--- src/rtl/ffp_pkg.sv ---
package ffp_pkg;

  localparam int POS_W = 24;
  localparam int LEN_W = 16;
  localparam int END_W = 25;
  localparam int GAP_W = 8;
  localparam int IDX_OUT_W = 5;
  localparam int CNT_OUT_W = 6;

  localparam logic [GAP_W-1:0] MIN_GAP_RESET = 8'd3;

  // read as it travels down the lane chain
  typedef struct packed {
    logic             new_layout;
    logic [POS_W-1:0] left;
    logic [END_W-1:0] new_end;
  } ffp_read_t;

endpackage

--- src/rtl/ffp_cell.sv ---
module ffp_cell import ffp_pkg::*; #(
  parameter int LANES = 32,
  parameter int IDX = 0
) (
  input  logic                         clk,
  input  logic                         rst,
  input  logic                         adv,
  input  logic [GAP_W-1:0]             min_gap,
  input  logic                         in_valid,
  input  ffp_read_t                    in_read,
  input  logic                         in_placed,
  input  logic [$clog2(LANES)-1:0]     in_idx,
  input  logic [$clog2(LANES+1)-1:0]   in_count,
  output logic                         out_valid,
  output ffp_read_t                    out_read,
  output logic                         out_placed,
  output logic [$clog2(LANES)-1:0]     out_idx,
  output logic [$clog2(LANES+1)-1:0]   out_count
);

  localparam int IW = $clog2(LANES);
  localparam int CW = $clog2(LANES + 1);

  logic             used;
  logic [END_W-1:0] lane_end;

  logic           eff_used;
  logic           fits;
  logic           take;
  logic           used_next;
  logic [END_W:0] limit;

  always_comb begin
    eff_used  = used & ~in_read.new_layout;
    limit     = {1'b0, lane_end} + {{(END_W + 1 - GAP_W){1'b0}}, min_gap};
    fits      = !eff_used || ({{(END_W + 1 - POS_W){1'b0}}, in_read.left} >= limit);
    take      = in_valid & ~in_placed & fits;
    used_next = eff_used | take;
  end

  always_ff @(posedge clk) begin
    if (rst) begin
      used      <= 1'b0;
      out_valid <= 1'b0;
    end else if (adv) begin
      out_valid <= in_valid;
      if (in_valid) begin
        used <= used_next;
      end
    end
  end

  always_ff @(posedge clk) begin
    if (adv) begin
      if (take) begin
        lane_end <= in_read.new_end;
      end
      out_read   <= in_read;
      out_placed <= in_placed | take;
      out_idx    <= take ? IW'(IDX) : in_idx;
      out_count  <= in_count + CW'(used_next);
    end
  end

endmodule

--- config.mk ---
export PLATFORM = sky130hd
export DESIGN_NAME = ffp_cell
export DESIGN_NICKNAME = d
export VERILOG_FILES = /design/src/rtl/ffp_pkg.sv /design/src/rtl/ffp_cell.sv
export SDC_FILE = /design/constraint.sdc
export NUM_CORES = 1
export LEC_CHECK = 0
export BUFFER_PORTS_ARGS = -buffer_cell sky130_fd_sc_hd__buf_2
export CELL_PAD_IN_SITES_DETAIL_PLACEMENT = 1
export CELL_PAD_IN_SITES_GLOBAL_PLACEMENT = 1
export CORE_ASPECT_RATIO = 1.1
export CORE_MARGIN = 2
export CORE_UTILIZATION = 43
export CTS_CLUSTER_SIZE = 12
export DETAILED_ROUTE_END_ITERATION = 6
export PLACE_DENSITY = 0.82
export SETUP_SLACK_MARGIN = 0.2
export SLEW_MARGIN = 20
export SYNTH_ARGS = -nofsm -noshare
export SYNTH_HDL_FRONTEND = slang
export SYNTH_SLANG_ARGS = --single-unit
export TNS_END_PERCENT = 1
--- constraint.sdc ---
create_clock -name clk -period 13.6 [get_ports clk]
set_clock_uncertainty 0.1 [all_clocks]
set_input_delay 2.72 -clock clk [delete_from_list [all_inputs] [get_ports clk]]
set_output_delay 2.72 -clock clk [all_outputs]
set_load 0.01 [all_outputs]
==> flow_metrics.env <==
export IMPL_overflow=0
export IMPL_vias=2865
export IMPL_netlist_top_cells_count="87 x edfxtp_1, 34 x ha_1, 15 x xor2_1"
export IMPL_die_h_microns=106.3
export IMPL_wl_met3_microns=537
export IMPL_synth_area_leaders="edfxtp_1 64%, ha_1 10%, xor2_1 3.2%, xnor2_1 1.7%, nand4_1 1.7%"
export IMPL_synth_area_leader_cell="edfxtp_1"
export IMPL_critPathRequiredTime_ns=13.54
export IMPL_cts_buffer_depth=2
export IMPL_max_stage_delay_ns=0.41
export IMPL_synth_nets=383
export IMPL_synth_distinct_cells=44
export IMPL_power_density_nw_per_um2=118.5
export IMPL_cp_end_kind="flip-flop"
export IMPL_rsz0062_at_grt="no"
export IMPL_crit_reg2reg_launch="lane_end[0]$_DFFE_PP_"
export IMPL_fp_row_count=37
export IMPL_timing_final_crit_share_pct=48.31
export IMPL_finalPower_mw=0.6116
export IMPL_synthFlopType="edfxtp_1"
export IMPL_cts_root_buffer="clkbuf_8"
export IMPL_synth_seq_cells=89
export IMPL_seq_area_frac_synth_pct=64.81
export IMPL_post_cts_resized=0
export IMPL_outcome="completed"
export IMPL_cts_num_sinks=89
export IMPL_synth_most_common_cell="edfxtp_1"
export IMPL_tightest_slew_ns=0.8132
export IMPL_path_clk_slew_ns=0.09
export IMPL_wl_met2_mm=4.914
export IMPL_final_hold_violation_count=0
export IMPL_area_growth_pct=26.14
export IMPL_slew_headroom_pct=45.79
export IMPL_startpoint_type="input pin"
export IMPL_firstDrtPassIters=4
export IMPL_r2r_end="lane_end[2]$_DFFE_PP_"
export IMPL_diodes=0
export IMPL_drc_errors=0
export IMPL_post_cts_buffers=0
export IMPL_cts_tree="yes"
export IMPL_hpwl_mm=7.604
export IMPL_reg2reg_depth=16
export IMPL_synth_edff_count=87
export IMPL_ir_worst_vdd_uv=78.95
export IMPL_reg2reg_slack_ns=9.09
export IMPL_cts_buffers_inserted=9
export IMPL_syn_inst=274
export IMPL_critPathTopFamily="compound AO/OA/AOI/OAI gates"
export IMPL_synth_area_per_cell_sq_um=14.94
export IMPL_fin_hold_ws_ns=0.3754
export IMPL_critPathBufInv=3
export IMPL_vias_per_cell=5.267
export IMPL_fmaxAchievable_mhz=152.2
export IMPL_antenna_found_initial=0
export IMPL_finalSetupTns_ns=0
export IMPL_hp_class="reg -> reg"
export IMPL_routed_wl_mm=9.546
export IMPL_ant_nets=0
export IMPL_grt_pass1_vias=3137
export IMPL_hold_buffers=0
export IMPL_clkLatencyLatePin_ns=0.36
export IMPL_layout_drive_gt1_share_pct=38.41
export IMPL_initial_utilization_pct=43.98
export IMPL_slew_viol_final=0
export IMPL_fp_dieW_microns=97.02
export IMPL_synth_area_sq_um=4093
export IMPL_ios=137
export IMPL_routed_top_layer="met4"
export IMPL_grt_pass1_wl_mm=15.86
export IMPL_synth_warnings=0
export IMPL_crit_chain="buf_2 -> ha_1 -> inv_1 -> fa_1 -> nor2b_1 -> o31a_1 -> o31ai_2 -> a21boi_2 -> and4_1 -> xnor2_1 -> ha_1 -> and4_1 -> or3b_1 -> o211ai_2 -> o211ai_1 -> a21oi_2 -> buf_4"
export IMPL_grt_use_total_pct=19.57
export IMPL_hold_end="out_valid$_SDFFE_PP0P_"
export IMPL_drtIter0Drc=129
export IMPL_path_class="in -> reg"
export IMPL_min_from="out_valid$_SDFFE_PP0P_"
export IMPL_holdPathStages=2
export IMPL_period_minus_slack_ns=6.571
export IMPL_drv_cap=0
export IMPL_cp_slowest_cell="fa_1"
export IMPL_wl_met1_mm=3.887
export IMPL_gp_congestion=0.7525
export IMPL_dieArea_sq_um=10320
export IMPL_wl_per_cell_microns=17.55
export IMPL_numPortBuffers=136
export IMPL_async_flop_share_pct=0
export IMPL_p_leak_nw=2.166
export IMPL_finalSetupViolCount=0
export IMPL_grt_start_max_net_pins=67
export IMPL_core_area_sq_um=9305
export IMPL_fin_nets=531
export IMPL_yosys_area_top_type_share_pct=63.83
export IMPL_worst_ep_arrival_time_ns=6.51
export IMPL_ctsHtreeMaxLevel=3
export IMPL_cp_max_fo=25
==> logic make-up after synthesis <==
family / count (synthesis) / share of synthesized area, %
compound gates: 53 / 9.508
xor+xnor: 23 / 4.922
fa+ha+maj: 35 / 10.88
buf+inv: 9 / 0.8254
flops: 89 / 64.81
simple gates: 65 / 9.049
==> sequential cells by signal, summed over array words and instances (netlist names) <==
register / flops
lane_end: 25
out_count: 6
out_idx: 5
out_placed: 1
out_read: 50
out_valid: 1
used: 1
==> layout make-up <==
class,instances,area [sq um]
fillers,961,4143
flip-flops and latches,89,2653
multi-input cells,176,1410
repair buffers,138,695.7
well taps,117,146.4
clock buffers,11,141.4
clock inverters,5,86.33
inverters,8,30.03
==> worst max-delay path by stage <==
stage,depth (start not counted),slack (ns),startpoint,endpoint
finish,17,7.03,min_gap[0],lane_end[2]$_DFFE_PP_
global route,17,6.67,min_gap[0],lane_end[4]$_DFFE_PP_
CTS,17,7.05,min_gap[0],lane_end[4]$_DFFE_PP_
detailed placement,17,6.67,min_gap[0],lane_end[18]$_DFFE_PP_
global placement,17,6.94,min_gap[0],lane_end[0]$_DFFE_PP_
floorplan,15,6.34,min_gap[0],lane_end[0]$_DFFE_PP_
==> worst min-delay path, stage by stage (launching register included) <==
cell and delay (ns):
dfxtp_1 0.32, nand2b_1 0.06, a21oi_1 0.06
==> report_power, final <==
| group | switching [mW] | internal (mW) |
|---|---|---|
| combinational | 0.0459 | 0.0350 |
| sequential | 0.00570 | 0.320 |
| clock | 0.0948 | 0.110 |
| total | 0.146 | 0.465 |
==> cells in the final DEF (no fill, tap or decap), types with 2 or more instances in the layout <==
cell type,count
nand4_1,11
a21oi_2,2
o21ai_0,4
nand3_1,9
xor2_1,15
buf_4,2
clkbuf_8,10
nand2b_1,4
o211ai_1,2
clkinv_4,2
nor2b_1,3
and3_1,8
edfxtp_1,87
a31o_2,2
and2_1,2
inv_1,8
bufinv_16,2
ha_1,34
nor2_1,7
a211oi_1,4
o21a_1,3
nand2_1,12
a21o_1,9
dfxtp_1,2
a21oi_1,11
o21ai_1,4
buf_2,136
xnor2_1,8
and4_1,3
==> metal layers <==
layer | vias to the layer above | global-route usage, %
met5 | - | 0
met4 | 0 | 9.256
met3 | 13 | 4.142
met2 | 90 | 33.93
met1 | 1390 | 23.31
li1 | 1372 | -
==> metrics by stage <==
stage / util (%) / instances / setup WS [ns] / area [sq um]
after global placement: 53.03 / 528 / 6.941 / 4935
after detailed placement: 53.03 / 528 / 6.668 / 4935
final: 55.48 / 544 / 7.029 / 5162
after CTS: 55.48 / 544 / 7.053 / 5162
after floorplan: - / 274 / 6.340 / 4093
after global routing: 55.48 / 544 / 6.669 / 5162
(Power assumes the default switching activity.)
